`src/sv/srat_pkg.sv`:
```
// ----------------------------------------------------------------------------
// srat_pkg - shared constants and types for the sensor running-average table
// Table sizes, ring constants, reciprocal for the averaging divide and the
// command/status bundles between controller and datapath.
// ----------------------------------------------------------------------------
package srat_pkg;

    localparam int MAX_SENSORS = 16;
    localparam int RING_LEN    = 5;

    localparam int SLOT_W    = (MAX_SENSORS > 1) ? $clog2(MAX_SENSORS) : 1;
    localparam int CNT_W     = $clog2(MAX_SENSORS + 1);
    localparam int PTR_W     = (RING_LEN > 1) ? $clog2(RING_LEN) : 1;
    localparam int RING_DEPTH = MAX_SENSORS * RING_LEN;
    localparam int RADDR_W   = (RING_DEPTH > 1) ? $clog2(RING_DEPTH) : 1;

    localparam int TEMP_W = 16;
    localparam int ID_W   = 16;
    localparam int ROOM_W = 16;
    localparam int TIME_W = 32;

    // ring sum and its magnitude
    localparam int SUM_W = TEMP_W + 1 + $clog2(RING_LEN + 1);
    localparam int MAG_W = SUM_W - 1;

    // divide by RING_LEN as multiply by a rounded-up reciprocal; exact for
    // magnitudes below 2**RECIP_SH / RING_LEN
    localparam int RECIP_SH = 24;
    localparam int RECIP_W  = RECIP_SH + 1;
    localparam logic [RECIP_W-1:0] RECIP =
        RECIP_W'(((2 ** RECIP_SH) + RING_LEN - 1) / RING_LEN);
    localparam int PROD_W = MAG_W + RECIP_W;

    localparam logic signed [TEMP_W-1:0] FILL_VAL    = -16'sd30000;
    localparam logic signed [TEMP_W-1:0] VALID_FLOOR = -16'sd27500;

    // configuration port
    localparam int CFG_AW = 3;
    localparam int CFG_DW = 32;
    localparam logic signed [TEMP_W-1:0] MIN_TEMP_RST = 16'sd1000;
    localparam logic signed [TEMP_W-1:0] MAX_TEMP_RST = 16'sd3000;
    localparam logic REG_MIN_TEMP = 1'b0;
    localparam logic REG_MAX_TEMP = 1'b1;

    localparam logic REQ_MAP    = 1'b0;
    localparam logic REQ_SAMPLE = 1'b1;

    typedef struct packed {
        logic capture;  // latch the incoming request
        logic search;   // id lookup / map append
        logic fill;     // write one sentinel into the new ring
        logic write;    // pointer advance and sample write
        logic rd;       // issue one ring read
        logic mag;      // sign, magnitude and threshold flags
        logic mul;      // reciprocal multiply
        logic load;     // load the result register
    } t_cmd;

    typedef struct packed {
        logic is_map;
        logic full;
        logic hit;
        logic k_last;
    } t_stat;

endpackage

```
`src/sv/srat_ctrl.sv`:
```
// ----------------------------------------------------------------------------
// srat_ctrl - sequencer for the sensor running-average table
// One-hot state machine stepping a request through lookup, ring update,
// ring sum and averaging; owns the request and result handshakes.
// ----------------------------------------------------------------------------
module srat_ctrl
    import srat_pkg::*;
(
    input  logic  i_clk,
    input  logic  i_rst_n,
    input  logic  i_in_valid,
    input  logic  i_out_stall,
    input  t_stat i_stat,
    output logic  o_in_stall,
    output logic  o_out_valid,
    output t_cmd  o_cmd
);

    typedef enum logic [8:0] {
        S_IDLE   = 9'b000000001,
        S_SEARCH = 9'b000000010,
        S_FILL   = 9'b000000100,
        S_WRITE  = 9'b000001000,
        S_READ   = 9'b000010000,
        S_ACC    = 9'b000100000,
        S_MAG    = 9'b001000000,
        S_MUL    = 9'b010000000,
        S_FINISH = 9'b100000000
    } t_state;

    t_state r_state, n_state;
    logic   r_out_valid, n_out_valid;
    logic   w_out_free;

    assign w_out_free = !r_out_valid || !i_out_stall;

    always_comb begin
        n_state = r_state;
        o_cmd   = '0;
        case (r_state)
            S_IDLE: begin
                if (i_in_valid) begin
                    o_cmd.capture = 1'b1;
                    n_state       = S_SEARCH;
                end
            end
            S_SEARCH: begin
                o_cmd.search = 1'b1;
                if (i_stat.is_map) begin
                    n_state = i_stat.full ? S_IDLE : S_FILL;
                end else begin
                    // a miss skips the ring and averages a zero sum
                    n_state = i_stat.hit ? S_WRITE : S_MAG;
                end
            end
            S_FILL: begin
                o_cmd.fill = 1'b1;
                if (i_stat.k_last) begin
                    n_state = S_IDLE;
                end
            end
            S_WRITE: begin
                o_cmd.write = 1'b1;
                n_state     = S_READ;
            end
            S_READ: begin
                o_cmd.rd = 1'b1;
                if (i_stat.k_last) begin
                    n_state = S_ACC;
                end
            end
            S_ACC: begin
                // last read word is summed in this cycle
                n_state = S_MAG;
            end
            S_MAG: begin
                o_cmd.mag = 1'b1;
                n_state   = S_MUL;
            end
            S_MUL: begin
                o_cmd.mul = 1'b1;
                n_state   = S_FINISH;
            end
            S_FINISH: begin
                if (w_out_free) begin
                    o_cmd.load = 1'b1;
                    n_state    = S_IDLE;
                end
            end
            default: begin
                n_state = S_IDLE;
            end
        endcase
    end

    always_comb begin
        n_out_valid = r_out_valid;
        if (o_cmd.load) begin
            n_out_valid = 1'b1;
        end else if (r_out_valid && !i_out_stall) begin
            n_out_valid = 1'b0;
        end
    end

    always_ff @(posedge i_clk) begin
        if (!i_rst_n) begin
            r_state     <= S_IDLE;
            r_out_valid <= 1'b0;
        end else begin
            r_state     <= n_state;
            r_out_valid <= n_out_valid;
        end
    end

    assign o_in_stall  = (r_state != S_IDLE);
    assign o_out_valid = r_out_valid;

endmodule

```
`src/sv/srat_dp.sv`:
```
// ----------------------------------------------------------------------------
// srat_dp - datapath of the sensor running-average table
// Entry table, sample ring memory, ring accumulator, reciprocal divide,
// threshold compare and the result register.
// ----------------------------------------------------------------------------
module srat_dp
    import srat_pkg::*;
(
    input  logic                     i_clk,
    input  logic                     i_rst_n,
    input  t_cmd                     i_cmd,
    output t_stat                    o_stat,
    input  logic signed [TEMP_W-1:0] i_min_temp,
    input  logic signed [TEMP_W-1:0] i_max_temp,
    input  logic                     i_req_type,
    input  logic [ID_W-1:0]          i_probe_id,
    input  logic [ROOM_W-1:0]        i_room_id,
    input  logic signed [TEMP_W-1:0] i_sample_value,
    input  logic [TIME_W-1:0]        i_timestamp,
    output logic                     o_found,
    output logic [ROOM_W-1:0]        o_room_of_sensor,
    output logic signed [TEMP_W-1:0] o_average,
    output logic [TIME_W-1:0]        o_last_time,
    output logic                     o_too_warm,
    output logic                     o_too_cold,
    output logic [CNT_W-1:0]         o_sensor_count
);

    // captured request
    logic                     r_req;
    logic [ID_W-1:0]          r_id;
    logic [ROOM_W-1:0]        r_room;
    logic signed [TEMP_W-1:0] r_sample;
    logic [TIME_W-1:0]        r_ts;

    // entry table
    logic [ID_W-1:0]   r_key  [MAX_SENSORS];
    logic [ROOM_W-1:0] r_rooms[MAX_SENSORS];
    logic [TIME_W-1:0] r_times[MAX_SENSORS];
    logic [PTR_W-1:0]  r_ptr  [MAX_SENSORS];
    logic [CNT_W-1:0]  r_count;

    // sample ring memory
    logic signed [TEMP_W-1:0] r_ring[RING_DEPTH];
    logic signed [TEMP_W-1:0] r_rd_data;
    logic                     r_rd_vld;

    logic               r_hit;
    logic [SLOT_W-1:0]  r_slot;
    logic [RADDR_W-1:0] r_base;
    logic [PTR_W-1:0]   r_k;

    logic signed [SUM_W-1:0] r_sum;
    logic [MAG_W-1:0]        r_mag;
    logic                    r_neg;
    logic                    r_warm;
    logic                    r_cold;
    logic [PROD_W-1:0]       r_prod;

    // result register
    logic                     r_found;
    logic [ROOM_W-1:0]        r_out_room;
    logic signed [TEMP_W-1:0] r_avg;
    logic [TIME_W-1:0]        r_out_time;
    logic                     r_out_warm;
    logic                     r_out_cold;
    logic [CNT_W-1:0]         r_out_count;

    logic                    w_hit;
    logic [SLOT_W-1:0]       w_slot;
    logic [SLOT_W-1:0]       w_new_slot;
    logic                    w_full;
    logic [PTR_W-1:0]        w_next_ptr;
    logic [RADDR_W-1:0]      w_wr_addr;
    logic [RADDR_W-1:0]      w_rd_addr;
    logic signed [SUM_W-1:0] w_min_lim;
    logic signed [SUM_W-1:0] w_max_lim;
    logic signed [SUM_W-1:0] w_neg_sum;
    logic [TEMP_W-1:0]       w_quot;

    // first live entry with a matching key wins
    always_comb begin
        w_hit  = 1'b0;
        w_slot = '0;
        for (int i = MAX_SENSORS - 1; i >= 0; i--) begin
            if ((CNT_W'(i) < r_count) && (r_key[i] == r_id)) begin
                w_hit  = 1'b1;
                w_slot = SLOT_W'(i);
            end
        end
    end

    assign w_full     = (r_count == CNT_W'(MAX_SENSORS));
    assign w_new_slot = r_count[SLOT_W-1:0];
    assign w_next_ptr = (r_ptr[r_slot] == PTR_W'(RING_LEN - 1)) ? '0
                                                                : r_ptr[r_slot] + 1'b1;
    assign w_wr_addr  = i_cmd.fill ? r_base + RADDR_W'(r_k)
                                   : r_base + RADDR_W'(w_next_ptr);
    assign w_rd_addr  = r_base + RADDR_W'(r_k);

    assign w_min_lim = SUM_W'(i_min_temp) * SUM_W'(RING_LEN);
    assign w_max_lim = SUM_W'(i_max_temp) * SUM_W'(RING_LEN);
    assign w_neg_sum = -r_sum;
    assign w_quot    = r_prod[RECIP_SH +: TEMP_W];

    assign o_stat.is_map = (r_req == REQ_MAP);
    assign o_stat.full   = w_full;
    assign o_stat.hit    = w_hit;
    assign o_stat.k_last = (r_k == PTR_W'(RING_LEN - 1));

    always_ff @(posedge i_clk) begin
        if (!i_rst_n) begin
            r_count <= '0;
        end else if (i_cmd.search && (r_req == REQ_MAP) && !w_full) begin
            r_count <= r_count + 1'b1;
        end
    end

    always_ff @(posedge i_clk) begin
        if (i_cmd.capture) begin
            r_req    <= i_req_type;
            r_id     <= i_probe_id;
            r_room   <= i_room_id;
            r_sample <= i_sample_value;
            r_ts     <= i_timestamp;
        end

        if (i_cmd.search) begin
            r_k   <= '0;
            r_sum <= '0;
            if (r_req == REQ_MAP) begin
                r_base <= RADDR_W'(r_count * RING_LEN);
                if (!w_full) begin
                    r_key[w_new_slot]   <= r_id;
                    r_rooms[w_new_slot] <= r_room;
                    r_times[w_new_slot] <= '0;
                    r_ptr[w_new_slot]   <= '0;
                end
            end else begin
                r_hit  <= w_hit;
                r_slot <= w_slot;
                r_base <= RADDR_W'(w_slot * RING_LEN);
            end
        end else if (i_cmd.fill || i_cmd.rd) begin
            r_k <= r_k + 1'b1;
        end

        if (i_cmd.write) begin
            r_ptr[r_slot]   <= w_next_ptr;
            r_times[r_slot] <= r_ts;
        end

        // sentinel and anything at or below the floor add nothing
        if (r_rd_vld && (r_rd_data > VALID_FLOOR)) begin
            r_sum <= r_sum + SUM_W'(r_rd_data);
        end

        if (i_cmd.mag) begin
            r_neg  <= r_sum[SUM_W-1];
            r_mag  <= r_sum[SUM_W-1] ? w_neg_sum[MAG_W-1:0] : r_sum[MAG_W-1:0];
            r_warm <= (r_sum > w_max_lim);
            r_cold <= !(r_sum > w_max_lim) && (r_sum < w_min_lim);
        end

        if (i_cmd.mul) begin
            r_prod <= PROD_W'(r_mag) * PROD_W'(RECIP);
        end

        if (i_cmd.load) begin
            r_found     <= r_hit;
            r_out_room  <= r_hit ? r_rooms[r_slot] : '0;
            r_out_time  <= r_hit ? r_times[r_slot] : '0;
            r_avg       <= r_neg ? -$signed(w_quot) : $signed(w_quot);
            r_out_warm  <= r_warm;
            r_out_cold  <= r_cold;
            r_out_count <= r_count;
        end
    end

    // ring memory: one write and one registered read per cycle
    always_ff @(posedge i_clk) begin
        if (i_cmd.fill) begin
            r_ring[w_wr_addr] <= FILL_VAL;
        end else if (i_cmd.write) begin
            r_ring[w_wr_addr] <= r_sample;
        end
    end

    always_ff @(posedge i_clk) begin
        if (i_cmd.rd) begin
            r_rd_data <= r_ring[w_rd_addr];
        end
    end

    always_ff @(posedge i_clk) begin
        if (!i_rst_n) begin
            r_rd_vld <= 1'b0;
        end else begin
            r_rd_vld <= i_cmd.rd;
        end
    end

    assign o_found          = r_found;
    assign o_room_of_sensor = r_out_room;
    assign o_average        = r_avg;
    assign o_last_time      = r_out_time;
    assign o_too_warm       = r_out_warm;
    assign o_too_cold       = r_out_cold;
    assign o_sensor_count   = r_out_count;

endmodule

```
`src/sv/sensor_running_average_table_core.sv`:
```
// ----------------------------------------------------------------------------
// sensor_running_average_table_core - sensor table with per-entry average
// Top level: threshold registers on the APB-style port, sequencer and
// datapath.
// ----------------------------------------------------------------------------
// Requests are taken one at a time. A map request appends to the table and
// writes one sentinel per ring slot before the next request can be taken;
// a dropped map request (table full) skips the sentinel writes.
// A sample request whose id is found steps through lookup, ring write, one
// read per ring slot, sum, magnitude, reciprocal multiply and result load;
// an unknown id goes from lookup straight to magnitude. The ring sum is built
// from the sample ring memory, read one word per cycle. A finished result
// sits in an output register, so the next request is accepted while it waits;
// a further result waits until that register is taken. Threshold registers
// min_temp (0x0) and max_temp (0x4) should be written only while idle.
// ----------------------------------------------------------------------------
module sensor_running_average_table_core
    import srat_pkg::*;
(
    input  logic                     i_clk,
    input  logic                     i_rst_n,
    // request channel
    input  logic                     i_in_valid,
    output logic                     o_in_stall,
    input  logic                     i_req_type,
    input  logic [ID_W-1:0]          i_probe_id,
    input  logic [ROOM_W-1:0]        i_room_id,
    input  logic signed [TEMP_W-1:0] i_sample_value,
    input  logic [TIME_W-1:0]        i_timestamp,
    // result channel
    output logic                     o_out_valid,
    input  logic                     i_out_stall,
    output logic                     o_found,
    output logic [ROOM_W-1:0]        o_room_of_sensor,
    output logic signed [TEMP_W-1:0] o_average,
    output logic [TIME_W-1:0]        o_last_time,
    output logic                     o_too_warm,
    output logic                     o_too_cold,
    output logic [CNT_W-1:0]         o_sensor_count,
    // configuration
    input  logic                     psel,
    input  logic                     penable,
    input  logic                     pwrite,
    input  logic [CFG_AW-1:0]        paddr,
    input  logic [CFG_DW-1:0]        pwdata,
    output logic [CFG_DW-1:0]        prdata,
    output logic                     pready
);

    logic signed [TEMP_W-1:0] r_min_temp;
    logic signed [TEMP_W-1:0] r_max_temp;
    logic                     w_cfg_wr;
    t_cmd                     w_cmd;
    t_stat                    w_stat;

    assign pready   = 1'b1;
    assign w_cfg_wr = psel && penable && pwrite && pready;

    always_ff @(posedge i_clk) begin
        if (!i_rst_n) begin
            r_min_temp <= MIN_TEMP_RST;
            r_max_temp <= MAX_TEMP_RST;
        end else if (w_cfg_wr) begin
            if (paddr[2] == REG_MIN_TEMP) begin
                r_min_temp <= $signed(pwdata[TEMP_W-1:0]);
            end else begin
                r_max_temp <= $signed(pwdata[TEMP_W-1:0]);
            end
        end
    end

    assign prdata = (paddr[2] == REG_MAX_TEMP) ? CFG_DW'(r_max_temp) : CFG_DW'(r_min_temp);

    srat_ctrl u_ctrl (
        .i_clk       (i_clk),
        .i_rst_n     (i_rst_n),
        .i_in_valid  (i_in_valid),
        .i_out_stall (i_out_stall),
        .i_stat      (w_stat),
        .o_in_stall  (o_in_stall),
        .o_out_valid (o_out_valid),
        .o_cmd       (w_cmd)
    );

    srat_dp u_dp (
        .i_clk            (i_clk),
        .i_rst_n          (i_rst_n),
        .i_cmd            (w_cmd),
        .o_stat           (w_stat),
        .i_min_temp       (r_min_temp),
        .i_max_temp       (r_max_temp),
        .i_req_type       (i_req_type),
        .i_probe_id       (i_probe_id),
        .i_room_id        (i_room_id),
        .i_sample_value   (i_sample_value),
        .i_timestamp      (i_timestamp),
        .o_found          (o_found),
        .o_room_of_sensor (o_room_of_sensor),
        .o_average        (o_average),
        .o_last_time      (o_last_time),
        .o_too_warm       (o_too_warm),
        .o_too_cold       (o_too_cold),
        .o_sensor_count   (o_sensor_count)
    );

endmodule
```
`config.mk`:
```
export PLATFORM = sky130hd
export DESIGN_NAME = sensor_running_average_table_core
export DESIGN_NICKNAME = d
export VERILOG_FILES = /design/src/sv/srat_pkg.sv /design/src/sv/srat_ctrl.sv /design/src/sv/srat_dp.sv /design/src/sv/sensor_running_average_table_core.sv
export SDC_FILE = /design/constraint.sdc
export NUM_CORES = 2
export LEC_CHECK = 0
export BUFFER_PORTS_ARGS = -buffer_cell sky130_fd_sc_hd__buf_4
export CORE_UTILIZATION = 50
export CTS_CLUSTER_DIAMETER = 40
export DETAILED_ROUTE_END_ITERATION = 10
export MAX_ROUTING_LAYER = met4
export PLACE_DENSITY = 0.66
export SETUP_SLACK_MARGIN = 0.3
export SLEW_MARGIN = 25
export SYNTH_ARGS = -nofsm -noshare
export SYNTH_HDL_FRONTEND = slang
export SYNTH_SLANG_ARGS = --single-unit
```
`constraint.sdc`:
```
create_clock -name i_clk -period 8.3 [get_ports i_clk]
set_clock_uncertainty 0.2 [all_clocks]
set_input_delay 1.245 -clock i_clk [delete_from_list [all_inputs] [get_ports i_clk]]
set_output_delay 1.245 -clock i_clk [all_outputs]
set_load 0.05 [all_outputs]
```
# After elaboration in Yosys (flattened, before gate mapping)
# Memories as Yosys holds them, arrays and structs flattened. A register that Yosys moved wholly into a read port is not among the register bits.
# Index checks and enable logic that the tools add are counted.
dict set report word_totals {
  regBits 248
  ramBits 2352
  input_bits 123
  output_inout_bits 107
  elab_cells 216
  mem_count 5
}
# memory words width rd rd_clocked_by_memory_dff write_ports line
set mem_list {}
lappend mem_list {u_dp.r_ring 80 16 1 1 1 srat_dp.sv:44} ;# logic signed [TEMP_W-1:0] r_ring[RING_DEPTH];
lappend mem_list {u_dp.r_times 16 32 1 1 1 srat_dp.sv:39} ;# logic [TIME_W-1:0] r_times[MAX_SENSORS];
lappend mem_list {u_dp.r_key 16 16 16 0 1 srat_dp.sv:37} ;# logic [ID_W-1:0] r_key [MAX_SENSORS];
lappend mem_list {u_dp.r_rooms 16 16 1 1 1 srat_dp.sv:38} ;# logic [ROOM_W-1:0] r_rooms[MAX_SENSORS];
lappend mem_list {u_dp.r_ptr 16 3 1 1 1 srat_dp.sv:40} ;# logic [PTR_W-1:0] r_ptr [MAX_SENSORS];
dict set report op_classes {
  addsub 8
  mul 5
  order_cmp 19
  n_eq_ne 33
  n_mux 78
  bitwise 3
  reduce_logical 39
}
# cell n
set op_table {}
lappend op_table {{$eq A16 B16 Y1} 16}
lappend op_table {{$pmux W9 S9} 1}
lappend op_table {{$mux W4} 19}
lappend op_table {{$mux W32} 2}
lappend op_table {{$mux W9} 5}
lappend op_table {{$lt A4 B5 Y1 const A} 8}
lappend op_table {{$mul A16 B4 Y20 const B} 2}
lappend op_table {{$mux W1} 40}
lappend op_table {{$mux W20} 2}
lappend op_table {{$mul A19 B20 Y38 const B} 1}
lappend op_table {{$mux W16} 2}
lappend op_table {{$reduce_or A32 Y1} 1}
lappend op_table {{$logic_and A1 B1 Y1} 23}
lappend op_table {{$mux W7} 3}
lappend op_table {{$add A20 B16 Y20} 1}
lappend op_table {{$gt A20 B20 Y1} 1}
lappend op_table {{$lt A20 B20 Y1} 1}
lappend op_table {{$lt A3 B5 Y1 const A} 4}
lappend op_table {{$mux W19} 1}
lappend op_table {{$neg A19 Y19} 1}
lappend op_table {{$gt A16 B16 Y1 const B} 1}
lappend op_table {{$neg A16 Y16} 1}
lappend op_table {{$add A7 B3 Y7} 2}
lappend op_table {{$lt A1 B5 Y1 const A} 2}
lappend op_table {{28 further kinds} 45}

# Logic depth before layout (Yosys ltp)
# An unclocked memory read counts as a cell.
dict set report depth {
  ltp_word 22
  mapped_depth 22
  ltp_nobuf 22
}

# By module
# A second synthesis with hierarchy kept.
dict set report hier_totals {
  cells_unflattened 6536
  area_unflattened_um2 115714.7
}
# module n_inst cells_per_inst area_per_inst_um2 seq_area_each_um2
set by_module_without_submodules {}
lappend by_module_without_submodules {srat_dp 1 6297 113428.8 78064.9}
lappend by_module_without_submodules {sensor_running_average_table_core 1 162 1624.1 640.6}
lappend by_module_without_submodules {srat_ctrl 1 77 661.9 200.2}

# Least setup slack after synthesis
# OpenSTA, ideal clock, no wires.
dict set report synth_timing {
  kind {flip-flop to flip-flop}
  from {register u_dp.r_mag[4]}
  to {register u_dp.r_prod[33] (data pin)}
  setup_ps 137
  t_arrival_ps 5503
  required_ps 7963
  slack_ps 2460
  stages_incl_launch_ff 19
  path_buffers 0
  period_less_slack_ps 5840
  cell_sequence {edfxtp_1 ha_1 fa_1 inv_1 fa_1 fa_1 fa_1 inv_1 fa_1 ha_1 nand4_1 nor2_1 a211o_1 a21o_1 o2111ai_1 a21boi_1 o21a_1 or4_1 nand4_1}
}
dict set report synth_between {
  elab_chain_len 1
}
# item line
set synth_rtl {}
lappend synth_rtl {{start, declared} srat_dp.sv:54} ;# logic [MAG_W-1:0] r_mag;
lappend synth_rtl {{start signal, assigned} srat_dp.sv:160} ;# r_mag <= r_sum[SUM_W-1] ? w_neg_sum[MAG_W-1:0] : r_sum[MAG_W-1:0];
lappend synth_rtl {{$mul A19 B20 Y38} srat_dp.sv:166} ;# r_prod <= PROD_W'(r_mag) * PROD_W'(RECIP);
lappend synth_rtl {{end signal, assigned} srat_dp.sv:166}
lappend synth_rtl {{end, declared} srat_dp.sv:58} ;# logic [PROD_W-1:0] r_prod;
# Every way passes these cells.
# A chain may end at the register's enable or synchronous reset.

# Worst setup path after layout
dict set report layout_timing {
  from {register u_dp.r_mag[4]}
  to {register u_dp.r_prod[39] (data pin)}
}
# Same word-level chain as after synthesis.

==> run_results.csv <==
group,metric,value,unit
synth,ys_seq_elements,2646,
clock_tree,hold_buffers,0,
synth,synth-edff-count,2591,
floorplanning,dieArea,0.224,sq mm
synth,synth_top_area_share,70.1,%
synth,synthDistinctLibCells,82,
critical_path,crit_path_max_incr_delay,0.63,ns
final_layout,syn_to_final_growth,16.7,%
timing,drv_slew,0,
timing,period_share,78.0,%
timing,hold_viol_final,0,
final_layout,final_nets,6769,
route,ant_nets,0,
critical_path,crit_type,"register to register",
route,dr.first_iter.drc_count,4923,
global_routing,overflow,0,
outcome,status,"completed",
synth,ys_async_sr_fraction,0,%
timing,fmax,155,MHz
run,drv_cap,0,
route,first_pass_iters,6,
synth,yosysWarnings,0,
placed_design,dp_hpwl,141,mm
power,pwr_density_cell,249,mW/mm^2
route,drc,0,
synth,yosys.area.top_type,"edfxtp_1",
clock_tree,cts_resized,0,
critical_path,cp-end-kind,"register",
synth,syn_inst,5760,
critical_path,reg2reg_slack,1.83,ns
placed_design,io_buffer_count,210,
route,vias,55189,
timing,min_period,6.47,ns
final_layout,multi_input_area,0.0305,sq mm
placed_design,place_area,0.117,sq mm
synth,netlist_area,0.111,sq mm
critical_path,crit_required,8.72,ns
min_path,hold_class,"register to register",
clock_tree,cts_max_level,5,
clock_tree,numCtsBuffers,373,
floorplanning,die_y,473,um
critical_path,crit_top_cell,"fa_1",
route,wl_per_cell,26.5,um
global_routing,track_usage,23.5,%
clock_tree,post_cts_buffers,0,
floorplanning,start_util,50.4,%
timing,setup-tns-final,0,ns
final_layout,fin_cells,9522,
floorplanning,rows,172,
route,wl,252,mm
placed_design,gp_congestion,0.853,
timing,tightest_slew,1.06,ns
placed_design,dp_cells,8846,
floorplanning,dieWidth,473,um
global_routing,grt_max_degree,137,
timing,rsz0062_at_grt,"false",
power,power.total,32.3,mW
clock_tree,clockRootBuffer,"clkbuf_16",
power,leakage,43.7,nW
timing,setup_violations,0,
floorplanning,pin_count,230,
critical_path,cp_slowest_cell,"fa_1",
clock_tree,clkLatencyLatePin,0.94,ns
floorplanning,core_region_area,0.220,sq mm
synth,netlist_top_cells_area,"edfxtp_1, mux4_2, ha_1",
synth,yosysSeqAreaShare,71.1,%
synth,syn_nets,6265,
final_layout,drive_gt1_share,26.6,%
global_routing,grt_pass1_wl,375,mm
final_layout,regArea,0.0789,sq mm
clock_tree,cts.clk_slew.worst_paths,0.05,ns
global_routing,antenna_found_initial,10,
power,vdd_drop_max,0.219,mV
clock_tree,cts_sinks,2646,
critical_path,worst_setup_path_start_kind,"register",
clock_tree,cts_tree,"built",
final_layout,design_area,0.129,sq mm
synth,dominantRegCellSynth,"edfxtp_1",
route,vias_per_cell,5.80,
clock_tree,cts.path.max_buffers,4,
critical_path,arrival,6.89,ns
critical_path,cp_max_fo,5,
synth,syn_avg_cell_area,19.3,sq um
timing,slew-limit-headroom,29.1,%
global_routing,grt_pass1_vias,57434,
final_layout,nFillCells,15738,
critical_path,path_cells,"ha_1, fa_1, fa_1, fa_1, fa_1, inv_1, fa_1, inv_1, ha_1, o21ai_0, o21ai_1, o2111ai_1, nor4b_2, o2111ai_1, o311a_1, o31ai_2, a21oi_1, xnor2_1",
-- cells in the mapped netlist, types with 6 or more instances --
cell / n
ha_1: 276
or2_2: 6
o21bai_1: 9
o31ai_1: 15
edfxtp_1: 2591
and3_1: 7
nor3_1: 37
or3_1: 26
a21o_1: 32
dfxtp_1: 55
a311oi_1: 18
buf_1: 26
xor2_1: 189
nand3_1: 38
mux4_2: 639
a211oi_1: 23
xnor2_1: 172
a21oi_1: 104
nand2b_1: 33
a21boi_0: 21
o41ai_1: 6
inv_1: 235
nor2b_1: 18
o21ai_1: 20
buf_2: 75
mux2_2: 21
nand2_1: 258
and2_1: 119
o21ai_0: 37
fa_1: 106
nor2_1: 198
nand4_1: 42
nand3b_1: 6
clkbuf_1: 133
buf_4: 20
nor4_1: 43
o21a_1: 14
a31oi_1: 11
-- routing by layer --
| layer | up-vias | global-route usage (%) | share of wire [%] |
|---|---|---|---|
| li1 | 23948 | - | - |
| met5 | - | - | 0 |
| met1 | 28975 | 30.6 | 41 |
| met4 | 0 | 7.91 | 3.1 |
| met3 | 443 | 3.31 | 5.9 |
| met2 | 1823 | 38.2 | 50 |
-- logic make-up after synthesis --
kind of cell | Yosys count | share of synthesized area, %
other | 1 | 0.00338
AO/OA/AOI/OAI | 354 | 2.10
AND/OR/NAND/NOR | 858 | 3.81
XOR/XNOR | 361 | 2.85
buffers and inverters | 492 | 1.82
multiplexers | 666 | 13.3
flip-flops | 2646 | 71.1
adder cells (fa/ha/maj) | 382 | 5.03
-- final timing paths --
check / endpoint / startpoint / cells past startpoint
setup reg to reg: u_dp.r_prod[39] / u_dp.r_mag[4] / 18
setup / recovery: u_dp.r_prod[39] / u_dp.r_mag[4] / 18
hold reg to reg: u_dp.o_too_warm / u_dp.r_warm / 0
hold / removal: u_dp.o_too_warm / u_dp.r_warm / 0
-- through the flow --
step                util (%)  hold slack [ns]  setup slack, ns
detailed placement      53.1            0.206             1.84
finish                  58.8            0.221             1.83
floorplan                  -            0.200             2.46
global route            58.8            0.225             1.53
CTS                     58.8            0.215             1.78
global placement        53.1            0.207             1.87
-- cell usage in the layout, fill, tap and decap left out, drive strengths merged, types with 16 or more instances in the layout --
cell type / n
mux2: 22
clkinv: 113
nand2: 258
clkbuf: 412
and2: 119
ha: 276
nor2: 198
dfxtp: 55
a21boi: 27
fa: 106
a21o: 32
xor2: 189
nand3: 38
o21ai: 57
a311oi: 18
a211oi: 24
or3: 26
mux4: 639
buf: 383
o31ai: 16
inv: 284
nor3: 37
nand2b: 33
nor4: 45
bufinv: 42
xnor2: 172
clkinvlp: 58
nand4: 42
a21oi: 105
nor2b: 18
edfxtp: 2591
-- power breakdown --
part	total [mW]	switching (mW)	internal [mW]
combinational	1.89	1.04	0.850
clock	15.7	5.93	9.77
sequential	14.7	0.0667	14.6
-- state kept, by name (all words and copies together), names as in the netlist, 3 cells and up, named ones only --
register               flops
r_max_temp                16
r_min_temp                16
u_ctrl.r_state             9
u_dp.o_average            16
u_dp.o_last_time          32
u_dp.o_room_of_sensor     16
u_dp.o_sensor_count        5
u_dp.r_base                7
u_dp.r_count               5
u_dp.r_id                 16
u_dp.r_k                   3
u_dp.r_key               256
u_dp.r_mag                19
u_dp.r_prod               16
u_dp.r_ptr                48
u_dp.r_rd_data            16
u_dp.r_ring             1280
u_dp.r_room               16
u_dp.r_rooms             256
u_dp.r_sample             16
u_dp.r_slot                4
u_dp.r_sum                20
u_dp.r_times             512
u_dp.r_ts                 32
-- worst max-delay path: cells and delay by family (launching register included) --
family | cells | cell delay, ns
fa+ha+maj | 7 | 3.28
compound gates | 7 | 1.61
flops | 1 | 0.48
simple gates | 1 | 0.39
xor+xnor | 1 | 0.14
buf+inv | 2 | 0.10
-- cell type report --
type,count,share of cell area (%)
flip-flops and latches,2646,60.9
multi-input cells,2622,23.5
diodes,4,0.00773
well taps,2958,2.86
inverters,238,0.692
clock inverters,259,2.17
repair buffers,383,2.35
clock buffers,412,7.45
(Power assumes the default switching activity.)
